### src/hw/rtl/mpq_pkg.sv
`timescale 1ns / 1ps

package mpq_pkg;

    localparam int ARRIVAL_BITS = 16;

    typedef enum logic [2:0] {
        OP_ENQUEUE = 3'd0,
        OP_DEQUEUE = 3'd1,
        OP_PEEK    = 3'd2,
        OP_CHANGE  = 3'd3,
        OP_CLEAR   = 3'd4
    } op_t;

    typedef enum logic [1:0] {
        STAT_OK        = 2'd0,
        STAT_EMPTY     = 2'd1,
        STAT_NOT_FOUND = 2'd2,
        STAT_FULL      = 2'd3
    } status_t;

    typedef enum logic [1:0] {
        ST_IDLE,
        ST_SCAN,
        ST_FINISH
    } state_t;

    // Flags of the search wave travelling down the cell chain.
    typedef struct packed {
        logic valid;
        logic top_found;
        logic tag_found;
        logic free_found;
    } scan_flags_t;

    // Write command broadcast to all cells; the addressed cell acts, but every cell obeys clear_all.
    typedef struct packed {
        logic clear_all;
        logic kill;
        logic set_prio;
        logic insert;
    } cell_cmd_t;

    function automatic logic needs_scan(input logic [2:0] op);
        return (op == OP_ENQUEUE) || (op == OP_DEQUEUE) || (op == OP_PEEK) ||
               (op == OP_CHANGE);
    endfunction

endpackage

### src/hw/rtl/mpq_cell.sv
`timescale 1ns / 1ps

module mpq_cell #(
    parameter int CELL_INDEX    = 0,
    parameter int IDX_W         = 6,
    parameter int TAG_BITS      = 16,
    parameter int PRIORITY_BITS = 20
) (
    input  logic                              clk,
    input  logic                              rst_n,
    input  mpq_pkg::cell_cmd_t                cmd,
    input  logic [IDX_W-1:0]                  cmd_idx,
    input  logic [TAG_BITS-1:0]               req_tag,
    input  logic [PRIORITY_BITS-1:0]         req_prio,
    input  logic [mpq_pkg::ARRIVAL_BITS-1:0] arrival_now,
    input  mpq_pkg::scan_flags_t              flags_in,
    input  logic [IDX_W-1:0]                  top_idx_in,
    input  logic [PRIORITY_BITS-1:0]         top_prio_in,
    input  logic [TAG_BITS-1:0]               top_tag_in,
    input  logic [mpq_pkg::ARRIVAL_BITS-1:0] top_age_in,
    input  logic [IDX_W-1:0]                  tag_idx_in,
    input  logic [mpq_pkg::ARRIVAL_BITS-1:0] tag_age_in,
    input  logic [IDX_W-1:0]                  free_idx_in,
    output mpq_pkg::scan_flags_t              flags_out,
    output logic [IDX_W-1:0]                  top_idx_out,
    output logic [PRIORITY_BITS-1:0]         top_prio_out,
    output logic [TAG_BITS-1:0]               top_tag_out,
    output logic [mpq_pkg::ARRIVAL_BITS-1:0] top_age_out,
    output logic [IDX_W-1:0]                  tag_idx_out,
    output logic [mpq_pkg::ARRIVAL_BITS-1:0] tag_age_out,
    output logic [IDX_W-1:0]                  free_idx_out
);
    import mpq_pkg::*;

    localparam logic [IDX_W-1:0] MY_IDX = IDX_W'(CELL_INDEX);

    logic                      live_reg;
    logic [TAG_BITS-1:0]       tag_reg;
    logic [PRIORITY_BITS-1:0]  prio_reg;
    logic [ARRIVAL_BITS-1:0]   arr_reg;

    logic                      hit;
    logic [ARRIVAL_BITS-1:0]   age;
    logic                      own_top;
    logic                      own_tag;
    logic                      own_free;

    scan_flags_t               flags_reg;
    scan_flags_t               flags_next;
    logic [IDX_W-1:0]          top_idx_reg;
    logic [PRIORITY_BITS-1:0]  top_prio_reg;
    logic [TAG_BITS-1:0]       top_tag_reg;
    logic [ARRIVAL_BITS-1:0]   top_age_reg;
    logic [IDX_W-1:0]          tag_idx_reg;
    logic [ARRIVAL_BITS-1:0]   tag_age_reg;
    logic [IDX_W-1:0]          free_idx_reg;

    assign hit = (cmd_idx == MY_IDX);
    assign age = arrival_now - arr_reg;

    // Lower priority wins; equal priority goes to the older entry, ties to lower slot.
    assign own_top = live_reg &&
                     (!flags_in.top_found || (prio_reg < top_prio_in) ||
                      ((prio_reg == top_prio_in) && (age > top_age_in)));
    assign own_tag = live_reg && (tag_reg == req_tag) &&
                     (!flags_in.tag_found || (age > tag_age_in));
    assign own_free = !live_reg && !flags_in.free_found;

    always_comb
    begin
        flags_next.valid      = flags_in.valid;
        flags_next.top_found  = flags_in.top_found || own_top;
        flags_next.tag_found  = flags_in.tag_found || own_tag;
        flags_next.free_found = flags_in.free_found || own_free;
    end

    always_ff @(posedge clk or negedge rst_n)
    begin
        if (!rst_n)
        begin
            live_reg <= 1'b0;
        end
        else if (cmd.clear_all)
        begin
            live_reg <= 1'b0;
        end
        else if (hit && cmd.insert)
        begin
            live_reg <= 1'b1;
        end
        else if (hit && cmd.kill)
        begin
            live_reg <= 1'b0;
        end
    end

    always_ff @(posedge clk)
    begin
        if (hit && cmd.insert)
        begin
            tag_reg  <= req_tag;
            prio_reg <= req_prio;
            arr_reg  <= arrival_now;
        end
        else if (hit && cmd.set_prio)
        begin
            prio_reg <= req_prio;
        end
    end

    always_ff @(posedge clk or negedge rst_n)
    begin
        if (!rst_n)
        begin
            flags_reg <= '0;
        end
        else
        begin
            flags_reg <= flags_next;
        end
    end

    always_ff @(posedge clk)
    begin
        top_idx_reg  <= own_top ? MY_IDX : top_idx_in;
        top_prio_reg <= own_top ? prio_reg : top_prio_in;
        top_tag_reg  <= own_top ? tag_reg : top_tag_in;
        top_age_reg  <= own_top ? age : top_age_in;
        tag_idx_reg  <= own_tag ? MY_IDX : tag_idx_in;
        tag_age_reg  <= own_tag ? age : tag_age_in;
        free_idx_reg <= own_free ? MY_IDX : free_idx_in;
    end

    assign flags_out    = flags_reg;
    assign top_idx_out  = top_idx_reg;
    assign top_prio_out = top_prio_reg;
    assign top_tag_out  = top_tag_reg;
    assign top_age_out  = top_age_reg;
    assign tag_idx_out  = tag_idx_reg;
    assign tag_age_out  = tag_age_reg;
    assign free_idx_out = free_idx_reg;

endmodule

### config.mk
export PLATFORM = sky130hd
export DESIGN_NAME = mpq_cell
export DESIGN_NICKNAME = d
export VERILOG_FILES = /design/src/hw/rtl/mpq_pkg.sv /design/src/hw/rtl/mpq_cell.sv
export SDC_FILE = /design/constraint.sdc
export NUM_CORES = 1
export LEC_CHECK = 0
export ABC_AREA = 1
export BUFFER_PORTS_ARGS = -buffer_cell sky130_fd_sc_hd__buf_2
export CAP_MARGIN = 20
export CORE_MARGIN = 2
export CORE_UTILIZATION = 50
export DETAILED_ROUTE_END_ITERATION = 6
export GPL_TIMING_DRIVEN = 0
export PLACE_DENSITY = 0.89
export SLEW_MARGIN = 20
export SYNTH_ARGS = -nofsm -noshare
export SYNTH_HDL_FRONTEND = slang
export SYNTH_SLANG_ARGS = --single-unit
export TNS_END_PERCENT = 10
### constraint.sdc
create_clock -name clk -period 4 [get_ports clk]
set_clock_uncertainty 0.05 [all_clocks]
set_input_delay 0.2 -clock clk [delete_from_list [all_inputs] [get_ports clk]]
set_output_delay 0.2 -clock clk [all_outputs]
set_load 0.02 [all_outputs]
# Word level (Yosys, flattened, before mapping)
# Cells that the tools add are included.
op_classes:
  mux: 9
  eq_ne: 2
  add_sub_neg: 1
  reduce_logical: 21
  order_cmp: 3
ops:
  columns: ["operator", "n"]
  rows:
  - ["20-bit 2-to-1 mux", 3]
  - ["16-bit 2-to-1 mux", 3]
  - ["16-bit > comparator", 2]
  - ["20-bit == test", 1]
  - ["20-bit < comparator", 1]
  - ["16-bit == test", 1]
  - ["16-bit subtractor", 1]
  - ["1-bit logical AND", 8]
  - ["6-bit logical NOT", 1]
  - ["1-bit logical OR", 6]
  - ["1-bit logical NOT", 4]
  - ["1-bit 2-to-1 mux", 3]
  - ["3-bit nonzero test", 1]
  - ["2-bit nonzero test", 1]
word_totals:
  inputBits: 154
  register_bits: 143

# Longest topological paths before layout
# Gate-level depths: netlist of the first run.
logic_depth:
  ltp_word: 6
  depth_mapped: 25
  ltp_nobuf: 24

# Worst setup path before layout of the first run
# Ideal clock, no wire load.
synth_path:
  path_kind: "register to register"
  from: "register arr_reg[0]"
  to: "register tag_age_reg[8], in the netlist tag_age_out[8]"
  stages_incl_launch_ff: 22
  t_required_ps: 3838
  arrival_time_ps: 2714
  path_slack_ps: 1123
  path_cell_list: "edfxtp_1 > ha_1 > inv_1 > fa_1 > nand3_1 > nand3_1 > nand2_1 > nand2_1 > xor2_1 > ha_1 > nand2_1 > nor3_1 > nand2_1 > nand3_1 > nand2_1 > nand2_1 > nand2_1 > nand2_2 > nand2_4 > buf_6 > nand2_1 > nand2_1"
synth_via:
  elab_chain_cells: 5
synth_rtl:
  columns: ["element", "line_no", "rtl"]
  rows:
  - ["start: declaration", "mpq_cell.sv:40", "logic [ARRIVAL_BITS-1:0] arr_reg;"]
  - ["start signal: assignment", "mpq_cell.sv:103", "arr_reg <= arrival_now;"]
  - ["16-bit subtractor (*)", "mpq_cell.sv:59", "assign age = arrival_now - arr_reg;"]
  - ["16-bit > comparator", "mpq_cell.sv:66", "(!flags_in.tag_found || (age > tag_age_in));"]
  - ["1-bit logical OR", "mpq_cell.sv:66", null]
  - ["1-bit logical AND", "mpq_cell.sv:65", "assign own_tag = live_reg && (tag_reg == req_tag) &&"]
  - ["16-bit 2-to-1 mux (*)", "mpq_cell.sv:130", "tag_age_reg <= own_tag ? age : tag_age_in;"]
  - ["end signal: assignment", "mpq_cell.sv:130", null]
  - ["end: declaration", "mpq_cell.sv:55", "logic [ARRIVAL_BITS-1:0] tag_age_reg;"]
# Mark *: on every way between the ends. The rest lies on a longest branch, timed or not.
# A chain may end at the register's enable or synchronous reset.

# Worst setup path in the final report of the first run
layout_path:
  from: "input arrival_now[0] in the netlist's numbering"
  to: "register top_tag_reg[2], in the netlist top_tag_out[2]"
layout_via:
  elab_chain_cells: 6
layout_rtl:
  columns: ["element", "line_no", "rtl"]
  rows:
  - ["start: declaration", "mpq_cell.sv:15", "input logic [mpq_pkg::ARRIVAL_BITS-1:0] arrival_now,"]
  - ["16-bit subtractor", "mpq_cell.sv:59", null]
  - ["16-bit > comparator", "mpq_cell.sv:64", "((prio_reg == top_prio_in) && (age > top_age_in)));"]
  - ["1-bit logical AND", "mpq_cell.sv:64", null]
  - ["1-bit logical OR", "mpq_cell.sv:63", "(!flags_in.top_found || (prio_reg < top_prio_in) ||"]
  - ["1-bit logical AND", "mpq_cell.sv:62", "assign own_top = live_reg &&"]
  - ["16-bit 2-to-1 mux", "mpq_cell.sv:127", "top_tag_reg <= own_top ? tag_reg : top_tag_in;"]
  - ["end signal: assignment", "mpq_cell.sv:127", null]
  - ["end: declaration", "mpq_cell.sv:52", "logic [TAG_BITS-1:0] top_tag_reg;"]
# Every way passes these cells.

==> flow_summary.json, run 1 <==
{
  "p_per_area_nw_per_um2": 358,
  "synth_warnings": 0,
  "cts_root_buf": "clkbuf_16",
  "crit_path_start": "arrival_now[0]",
  "grt_first_pass_wirelength_mm": 39.1,
  "syn_nets": 1078,
  "async_flop_share": 0.0350,
  "row_count": 44,
  "clkSlewWorstSetupHoldPaths_ns": 0.07,
  "areaGrowthSynthToFinish_pct": 48.9,
  "dpl.hpwl_mm": 15.2,
  "cp-endpoint": "top_tag_out[2]$_DFF_P_",
  "leakagePower_uw": 0.00562,
  "htreeDepth": 4,
  "outcome": "finished, final reports clean",
  "wire_per_inst_um": 17.3,
  "tns_ns": 0,
  "insertion_delay_ns": 0.43,
  "hold_slack_ns": 0.0800,
  "grt_usage": 0.325,
  "vias": 7617,
  "final_area_um2": 10800,
  "stdcell_count": 1463,
  "worst_pin_slew_ns": 0.619,
  "coreArea_um2": 14400,
  "synth_compound_area_frac": 0.0389,
  "drc_errors": 0,
  "synth_top_family_by_area": "simple AND/OR/NAND/NOR gates",
  "cts_tree": "yes",
  "r2r_end": "top_tag_out[2]$_DFF_P_",
  "final_common_cell": "buf_2",
  "syn_area_um2": 7260,
  "dr.pass1.iters": 5,
  "fmax_mhz": 273,
  "fp.dieH_um": 125,
  "hold_viol_final": 0,
  "yosysSeqAreaShare": 0.469,
  "fin_crit_sh": 0.915,
  "period_minus_slack_ns": 3.66,
  "io_buffers": 243,
  "synthAdderAreaFrac": 0.118,
  "syn_inst": 856,
  "gp_congestion": 0.927,
  "cts.path.max_buffers": 2,
  "relSlewSlack": 0.588,
  "grt.overflow.total": 0,
  "cap_violations": 0,
  "ff_latch_area_um2": 3410,
  "r2r_start": "arr_reg[0]$_DFFE_PP_",
  "dpl_cell_area_um2": 8760,
  "ys_seq_elements": 143,
  "worst_ep_required_time_ns": 4.31,
  "fillerInstances": 889,
  "muxShareOfSynthArea": 0,
  "slew_viol_final": 0,
  "cp_max_fo": 10,
  "layout-drive-gt1-share": 0.278,
  "grt_max_degree": 24,
  "cts_buffers": 17,
  "crit_type": "primary input to flip-flop",
  "wl_mm": 25.3,
  "r2r_cells": 20,
  "synth-edff-count": 52,
  "layout_common_cells": "buf_2 (243), nand2_1 (189), dlygate4sd3_1 (144)",
  "grt_pass1_vias": 7881,
  "setup-violations-final": 0,
  "die_area_um2": 15500,
  "antenna_left": 0,
  "antenna_found_initial": 1,
  "rsz0062_at_grt": "false",
  "synth-simple-area-share": 0.263,
  "ir_drop_mv": 0.277,
  "crit_path_start_kind": "primary input",
  "synth_xor_area_frac": 0.0229,
  "multiInputGateArea_um2": 3230,
  "cp.arrival_ns": 3.97,
  "die_x_um": 125,
  "top_level_ports": 244,
  "dpl.cell_count": 1285,
  "postCtsSetupRepairBufs": 0,
  "hold_path.class": "primary input to async pin",
  "fin_nets": 1486,
  "drtIter0Drc": 428,
  "via_per_inst": 5.21,
  "start_util": 0.505,
  "ys_types": 31,
  "r2r_setup_slack_ns": 0.50,
  "synth-main-ff-cell": "dfxtp_1",
  "clkSinkCount": 143,
  "synth_area_per_cell_um2": 8.49,
  "cp-end-kind": "flip-flop"
}
## where the power goes
| part | switching, uW | internal (uW) | leakage (uW) | total (uW) |
|---|---|---|---|---|
| clock network | 686 | 929 | 0.000304 | 1610 |
| registers | 19.8 | 1560 | 0.00125 | 1580 |
| logic | 373 | 306 | 0.00407 | 679 |
| total | 1080 | 2800 | 0.00562 | 3870 |
## synthesized netlist by cell type (2+ instances only)
master / number / area share
dfrtp_1: 5 / 0.017
xor2_1: 17 / 0.020
clkbuf_1: 6 / 0.0031
nand4_1: 5 / 0.0043
or2_2: 4 / 0.0034
nand2_1: 189 / 0.098
a21o_1: 4 / 0.0041
nor2_2: 2 / 0.0017
xnor2_1: 2 / 0.0024
edfxtp_1: 52 / 0.21
nor2_1: 71 / 0.037
nor3_1: 7 / 0.0048
inv_1: 130 / 0.067
ha_1: 67 / 0.12
buf_4: 7 / 0.0072
a21oi_1: 36 / 0.025
dfxtp_1: 86 / 0.24
nand3_1: 86 / 0.059
buf_6: 6 / 0.0093
o21ai_0: 13 / 0.0090
nand2_2: 51 / 0.044
## worst max-delay path, stage by stage
cell,delay (ns)
dlygate4sd3_1,0.53
buf_2,0.13
inv_1,0.05
ha_1,0.13
inv_1,0.06
fa_1,0.42
nand3_1,0.11
nand3_1,0.16
nand2_1,0.10
nand2_1,0.09
xor2_1,0.37
ha_1,0.19
nand2_1,0.06
nor2_1,0.19
nand4_1,0.18
nor2_1,0.14
nor2_1,0.05
nand2_1,0.11
nand3_4,0.18
nand2_8,0.17
buf_6,0.18
nand2_2,0.07
nand2_1,0.10
## routing by layer
layer | global-route usage | vias up | share of wire
li1 | - | 3549 | -
met1 | 0.331 | 3488 | 0.36
met2 | 0.577 | 429 | 0.51
met3 | 0.0773 | 151 | 0.062
met4 | 0.239 | 0 | 0.074
met5 | 0 | - | 0
## area by class of cell
cell class | instances | area share
flip-flops and latches | 143 | 0.315
clock inverters | 12 | 0.00972
well taps | 184 | 0.0213
clock buffers | 20 | 0.0463
inverters | 131 | 0.0455
repair buffers | 389 | 0.250
diodes | 2 | 0.000463
multi-input cells | 563 | 0.299
plain buffers | 19 | 0.0132
## how the worst min path moves through the flow
stage | start | to | slack [ns] | cells after the start
after floorplan | rst_n | flags_out[0]$_DFF_PN0_ | -0.15 | 0
final | rst_n | flags_out[0]$_DFF_PN0_ | 0.08 | 2
after global routing | rst_n | flags_out[0]$_DFF_PN0_ | 0.07 | 2
after CTS | rst_n | flags_out[1]$_DFF_PN0_ | 0.05 | 2
after detailed placement | rst_n | flags_out[1]$_DFF_PN0_ | -0.02 | 1
after global placement | rst_n | flags_out[1]$_DFF_PN0_ | -0.02 | 1
## kinds of logic after synthesis
logic type               count (synthesis)
AO/OA/AOI/OAI                           54
buffers and inverters                  150
adder cells (fa/ha/maj)                 68
flip-flops                             143
XOR/XNOR                                19
AND/OR/NAND/NOR                        422
## timing repair
action,4_1_cts,5_1_grt
resized for setup,0,0
endpoints found under the hold margin,148,0
hold buffers,144,0
## metrics by stage
stage	power, uW	utilization	setup WS (ns)
after detailed placement	2140	0.610	0.558
after CTS	3850	0.752	0.452
after global routing	4020	0.752	0.167
after global placement	2120	0.606	0.583
after floorplan	1920	-	1.12
final	3870	0.753	0.341
Power figures use the tool's default switching activity.
==> run 2, diff against run 1 <==
--- a/config.mk
+++ b/config.mk
@@ -5,14 +5,13 @@
 export SDC_FILE = /design/constraint.sdc
 export NUM_CORES = 1
 export LEC_CHECK = 0
-export ABC_AREA = 1
 export BUFFER_PORTS_ARGS = -buffer_cell sky130_fd_sc_hd__buf_2
 export CAP_MARGIN = 20
 export CORE_MARGIN = 2
 export CORE_UTILIZATION = 50
 export DETAILED_ROUTE_END_ITERATION = 6
 export GPL_TIMING_DRIVEN = 0
-export PLACE_DENSITY = 0.89
+export PLACE_DENSITY = 0.9
 export SLEW_MARGIN = 20
 export SYNTH_ARGS = -nofsm -noshare
 export SYNTH_HDL_FRONTEND = slang
==> flow_summary.json, run 2 <==
{
  "outcome": "complete, but fails checks",
  "violations": "negative setup slack",
  "yosys.area.top_type_share": 0.255,
  "r2r_start": "arr_reg[0]$_DFFE_PP_",
  "htreeDepth": 4,
  "place_worst_setup_slack_ns": -0.725,
  "ys_seq_elements": 143,
  "met3_usage": 0.0727,
  "cts_buffers": 17,
  "fmax_mhz": 222,
  "die_area_um2": 14400,
  "row_count": 42,
  "use_met1": 0.340,
  "cp_max_fo": 6,
  "coreArea_um2": 13200,
  "antenna_left": 0,
  "multiInputGateArea_um2": 3220,
  "drc_errors": 0,
  "synth_compound_area_frac": 0.0826,
  "drtIter0Drc": 394,
  "hold_slack_ns": 0.0178,
  "leakagePower_uw": 0.00516,
  "syn_nets": 794,
  "synthAdderAreaFrac": 0.127,
  "synth.top_cells.by_count": "dfxtp_1 (86), inv_1 (76), ha_1 (67)",
  "grt_max_degree": 27,
  "worst_pin_slew_ns": 0.975,
  "p_per_area_nw_per_um2": 361,
  "synth_xor_area_frac": 0.0338,
  "grt_busiest_layer": "met2",
  "start_util": 0.511,
  "netlist_top_cells_area": "dfxtp_1 (26%), edfxtp_1 (23%), ha_1 (12%)",
  "vias": 6226,
  "synth.most_common_cell": "dfxtp_1",
  "grt_usage": 0.312,
  "dpl_cell_area_um2": 8200,
  "async_flop_share": 0.0350,
  "crit_path_start_kind": "flip-flop",
  "layout-drive-gt1-share": 0.403,
  "grtUsageMet2": 0.552,
  "synth_top_family_by_area": "adder cells",
  "yosysSeqAreaShare": 0.505,
  "wl_mm": 22.9,
  "grt.overflow.total": 0,
  "grt_pass1_vias": 6807,
  "clkSlewWorstSetupHoldPaths_ns": 0.06,
  "cts_tree": "yes",
  "worst_ep_required_time_ns": 4.27,
  "final_common_cell": "buf_2",
  "top_level_ports": 244,
  "ir_drop_mv": 0.359,
  "wire_per_inst_um": 19.2,
  "fillerInstances": 682,
  "via_per_inst": 5.24,
  "dpl.hpwl_mm": 13.3,
  "cap_violations": 0,
  "layout_common_cells": "buf_2 (243), dlygate4sd3_1 (142), dfxtp_1 (86)",
  "r2r_end": "top_age_out[12]$_DFF_P_",
  "cp-endpoint": "top_age_out[12]$_DFF_P_",
  "setup-violations-final": 71,
  "worst_slack_ns": -0.506,
  "synth_area_per_cell_um2": 11.8,
  "grt_first_pass_wirelength_mm": 34.2,
  "synth-simple-area-share": 0.0794,
  "fin_util": 0.812,
  "fp.dieH_um": 120,
  "cts.path.max_buffers": 2,
  "gp_congestion": 0.925,
  "relSlewSlack": 0.350,
  "synth-main-ff-cell": "dfxtp_1",
  "io_buffers": 243,
  "cts_root_buf": "clkbuf_16",
  "crit_path_start": "arr_reg[0]$_DFFE_PP_",
  "cp.arrival_ns": 4.77,
  "clkSinkCount": 143,
  "hold_path.class": "primary input to flip-flop",
  "r2r_cells": 21,
  "ys_types": 45,
  "synth-edff-count": 52,
  "fin_crit_sh": 1.13,
  "syn_inst": 572,
  "ff_latch_area_um2": 3410,
  "die_x_um": 120,
  "final_area_um2": 10700,
  "antenna_found_initial": 1,
  "muxShareOfSynthArea": 0.120,
  "fin_nets": 1221,
  "crit_type": "flip-flop to flip-flop",
  "synth_warnings": 0,
  "rsz0062_at_grt": "true",
  "slew_viol_final": 0,
  "period_minus_slack_ns": 4.51,
  "hold_viol_final": 0,
  "cp-end-kind": "flip-flop",
  "dr.pass1.iters": 5,
  "r2r_setup_slack_ns": -0.51,
  "syn_area_um2": 6740,
  "yosysTopAreaCell": "dfxtp_1",
  "areaGrowthSynthToFinish_pct": 58.9,
  "insertion_delay_ns": 0.43
}
## run 2: cell count changes in the layout (fill, tap and decap cells not counted), sizes merged, moves of 7 or more
cell   delta
xnor2    +18
and2     +14
nand3    -80
nor2b    +13
inv      -63
mux2     +66
a21o     +10
nor2     -55
buf      +16
nand2   -232
xor2     -11
nand4     +7
## run 2: worst min path at each step
stage / depth (start not counted) / endpoint / startpoint
floorplan: 0 / flags_out[0]$_DFF_PN0_ / rst_n
global placement: 1 / flags_out[3]$_DFF_PN0_ / rst_n
detailed placement: 1 / flags_out[3]$_DFF_PN0_ / rst_n
CTS: 2 / free_idx_out[4]$_SDFF_PP0_ / free_idx_in[4]
global route: 2 / flags_out[1]$_DFF_PN0_ / flags_in[1]
finish: 2 / flags_out[1]$_DFF_PN0_ / flags_in[1]
## run 2: power by group
| group | switching (uW) | internal (uW) |
|---|---|---|
| Sequential | 17.5 | 1560 |
| Clock | 619 | 978 |
| Combinational | 345 | 344 |
| Total | 981 | 2880 |
## run 2: metal layers
| layer | share of wire | wire, um |
|---|---|---|
| met1 | 0.37 | 8500 |
| met2 | 0.51 | 11700 |
| met3 | 0.067 | 1540 |
| met4 | 0.048 | 1090 |
| met5 | 0 | 0 |
## run 2: timing repair
item | 4_1_cts | 5_1_grt
hold buffers | 141 | 1
endpoints found under the setup margin | 80 | 80
pin swaps | 18 | 25
resized for setup | 47 | 22
cloned | 1 | 0
buffers inserted | 12 | 11
hold endpoints to repair | 145 | 1
## run 2: layout make-up
class                      count  area share
inverter                      76      0.0266
buffer                         7     0.00806
timing repair buffer         409       0.271
multi-input combinational    345       0.300
clock buffer                  24      0.0489
clock inverter                 8     0.00701
tap                          176      0.0205
sequential                   143       0.318
antenna                        1    0.000234
## run 2: through the flow
| step | total power [uW] | TNS, ns | std cells |
|---|---|---|---|
| floorplan | 1900 | 0 | 572 |
| global placement | 2080 | -38.71 | 991 |
| detailed placement | 2100 | -45.27 | 992 |
| CTS | 3800 | -10.73 | 1178 |
| global route | 3980 | -41.84 | 1189 |
| finish | 3860 | -28.24 | 1189 |
## run 2: kinds of logic (layout without fill, tap and decap cells)
family / count (synthesis) / count (layout)
DFF: 143 / 143
and+or+nand+nor: 99 / 99
AOI/OAI and AO/OA: 84 / 84
buffers and inverters: 84 / 524
adders and majority gates: 68 / 68
muxes: 68 / 68
xor gates and xnor gates: 26 / 26
other: 0 / 1
## run 2: critical path, cell delays in order (launching register included)
cell      delay [ns]
edfxtp_1        0.33
ha_2            0.19
inv_2           0.04
fa_2            0.38
a21oi_4         0.19
o22ai_4         0.10
buf_4           0.15
o21ai_0         0.24
nand2b_1        0.11
a21oi_1         0.19
xnor2_1         0.20
ha_1            0.35
nand4_1         0.18
nor4_2          0.35
nand4_1         0.16
nand3_2         0.11
a31oi_4         0.05
o31ai_4         0.28
buf_6           0.19
buf_12          0.13
buf_8           0.12
mux2_4          0.30
==> run 3, diff against run 2 <==
--- a/config.mk
+++ b/config.mk
@@ -8,10 +8,10 @@
 export BUFFER_PORTS_ARGS = -buffer_cell sky130_fd_sc_hd__buf_2
 export CAP_MARGIN = 20
 export CORE_MARGIN = 2
-export CORE_UTILIZATION = 50
+export CORE_UTILIZATION = 49
 export DETAILED_ROUTE_END_ITERATION = 6
 export GPL_TIMING_DRIVEN = 0
-export PLACE_DENSITY = 0.9
+export PLACE_DENSITY = 0.89
 export SLEW_MARGIN = 20
 export SYNTH_ARGS = -nofsm -noshare
 export SYNTH_HDL_FRONTEND = slang
==> flow_summary.json, run 3 (synthesis gave the netlist of run 2 again) <==
{
  "row_count": 42,
  "worst_slack_ns": -0.416,
  "outcome": "complete, but fails checks",
  "cp-end-kind": "flip-flop",
  "htreeDepth": 4,
  "top_level_ports": 244,
  "wire_per_inst_um": 18.7,
  "slowest_stage": "nor4_4",
  "via_per_inst": 5.18,
  "drtIter0Drc": 407,
  "grt_pass1_vias": 6749,
  "vias": 6148,
  "fin_crit_sh": 1.10,
  "dpl.hpwl_mm": 13.1,
  "wl_mm": 22.2,
  "r2r_end": "top_prio_out[4]$_DFF_P_",
  "fin_util": 0.793,
  "gp_congestion": 0.918,
  "critical_path.top_delay_family": "compound AO/OA/AOI/OAI gates",
  "cts_tree": "yes",
  "die_area_um2": 14700,
  "fillerInstances": 737,
  "worst_pin_slew_ns": 0.894,
  "clkSinkCount": 143,
  "areaGrowthSynthToFinish_pct": 57.0,
  "p_per_area_nw_per_um2": 359,
  "worst_ep_required_time_ns": 4.25,
  "cp_max_fo": 6,
  "crit_type": "flip-flop to flip-flop",
  "violations": "negative setup slack",
  "hold_viol_final": 0,
  "hold_path.class": "primary input to flip-flop",
  "io_buffers": 243,
  "cap_violations": 0,
  "start_util": 0.505,
  "path_cells": "ha_2 > inv_2 > fa_2 > a21oi_4 > o22ai_2 > o211ai_1 > o22ai_2 > o41ai_2 > a31o_2 > ha_4 > nand4_1 > nor4_4 > nand4_1 > nand3_2 > a31oi_4 > o31ai_4 > buf_6 > buf_6 > mux2_2",
  "drc_errors": 0,
  "rsz0062_at_grt": "true",
  "ir_drop_mv": 0.344,
  "fmax_mhz": 226,
  "cp.arrival_ns": 4.67,
  "cts_root_buf": "clkbuf_16",
  "antenna_left": 0,
  "critPathMaxStageDelay_ns": 0.40,
  "antenna_found_initial": 4,
  "min_from": "tag_age_in[0]",
  "insertion_delay_ns": 0.42,
  "r2r_cells": 19,
  "layout_common_cells": "buf_2 (243), dlygate4sd3_1 (141), dfxtp_1 (86)",
  "grt_max_degree": 32,
  "r2r_start": "arr_reg[0]$_DFFE_PP_",
  "grt_first_pass_wirelength_mm": 33.1,
  "cts.path.max_buffers": 2,
  "layout-drive-gt1-share": 0.406,
  "clkSlewWorstSetupHoldPaths_ns": 0.06,
  "cp.buffers_inverters": 3,
  "final_common_cell": "buf_2",
  "period_minus_slack_ns": 4.42,
  "fp.dieH_um": 121,
  "cts_buffers": 17,
  "grt_usage": 0.298,
  "die_x_um": 121,
  "r2r_setup_slack_ns": -0.42,
  "finalPower_uw": 3800,
  "fin_nets": 1214,
  "dr.pass1.iters": 5,
  "holdPathStages": 3,
  "crit_path_start_kind": "flip-flop",
  "holdPathEnd": "tag_age_out[0]$_DFF_P_",
  "relSlewSlack": 0.404,
  "slew_viol_final": 0,
  "coreArea_um2": 13300,
  "setup-violations-final": 71,
  "grt.overflow.total": 0,
  "leakagePower_uw": 0.00505
}
[run 3: how the worst max path moves through the flow]
stage	startpoint	endpoint	slack (ns)	cells past startpoint
after floorplan	arr_reg[0]$_DFFE_PP_	top_age_out[10]$_DFF_P_	0.11	18
after global placement	arrival_now[0]	top_age_out[7]$_DFF_P_	-0.62	21
after detailed placement	arrival_now[0]	top_age_out[11]$_DFF_P_	-0.78	21
after CTS	arr_reg[0]$_DFFE_PP_	top_prio_out[3]$_DFF_P_	-0.28	19
after global routing	arr_reg[0]$_DFFE_PP_	top_prio_out[4]$_DFF_P_	-0.59	19
final	arr_reg[0]$_DFFE_PP_	top_prio_out[4]$_DFF_P_	-0.42	19
[run 3: what timing repair did]
action,in CTS,in global routing
resized for setup,38,17
hold buffers,140,1
pin swaps,17,16
setup endpoints to repair,80,80
hold endpoints to repair,144,1
buffers inserted,12,4
[run 3: area by class of cell]
class / count / area, um2 / area share
clock inverters: 10 / 70.1 / 0.00662
multi-input cells: 345 / 3200 / 0.302
diodes: 5 / 12.5 / 0.00118
inverters: 76 / 285 / 0.0269
flip-flops and latches: 143 / 3410 / 0.322
well taps: 176 / 220 / 0.0208
plain buffers: 8 / 87.6 / 0.00827
repair buffers: 401 / 2780 / 0.263
clock buffers: 22 / 518 / 0.0489
[run 3: layer usage]
layer / up-vias / wire, um / GRT usage
met5: - / 7 / 0
met2: 281 / 12000 / 0.561
met3: 85 / 1300 / 0.0832
li1: 2865 / - / -
met1: 2915 / 7920 / 0.295
met4: 2 / 943 / 0.152
[run 3: worst min-delay path: cells and delay by family]
family | cells | cell delay, ns
buf+inv | 2 | 0.17
mux | 1 | 0.05
[run 3: power breakdown]
group,leakage [uW],switching [uW],total (uW),internal [uW]
Sequential,0.00125,16.8,1580,1560
Combinational,0.00351,338,675,337
Clock,0.000297,626,1550,926
[run 3: through the flow]
| stage | instance area, um2 | cells | TNS, ns | setup slack (ns) | hold WS [ns] |
|---|---|---|---|---|---|
| after floorplan | 6740 | 572 | 0 | 0.111 | -0.146 |
| after global placement | 8180 | 991 | -36.90 | -0.621 | -0.0171 |
| after detailed placement | 8200 | 992 | -48.29 | -0.778 | -0.0181 |
| after CTS | 10500 | 1176 | -13.53 | -0.276 | 0.000914 |
| after global routing | 10600 | 1184 | -34.09 | -0.594 | 0.00195 |
| final | 10600 | 1186 | -22.55 | -0.416 | 0.00758 |
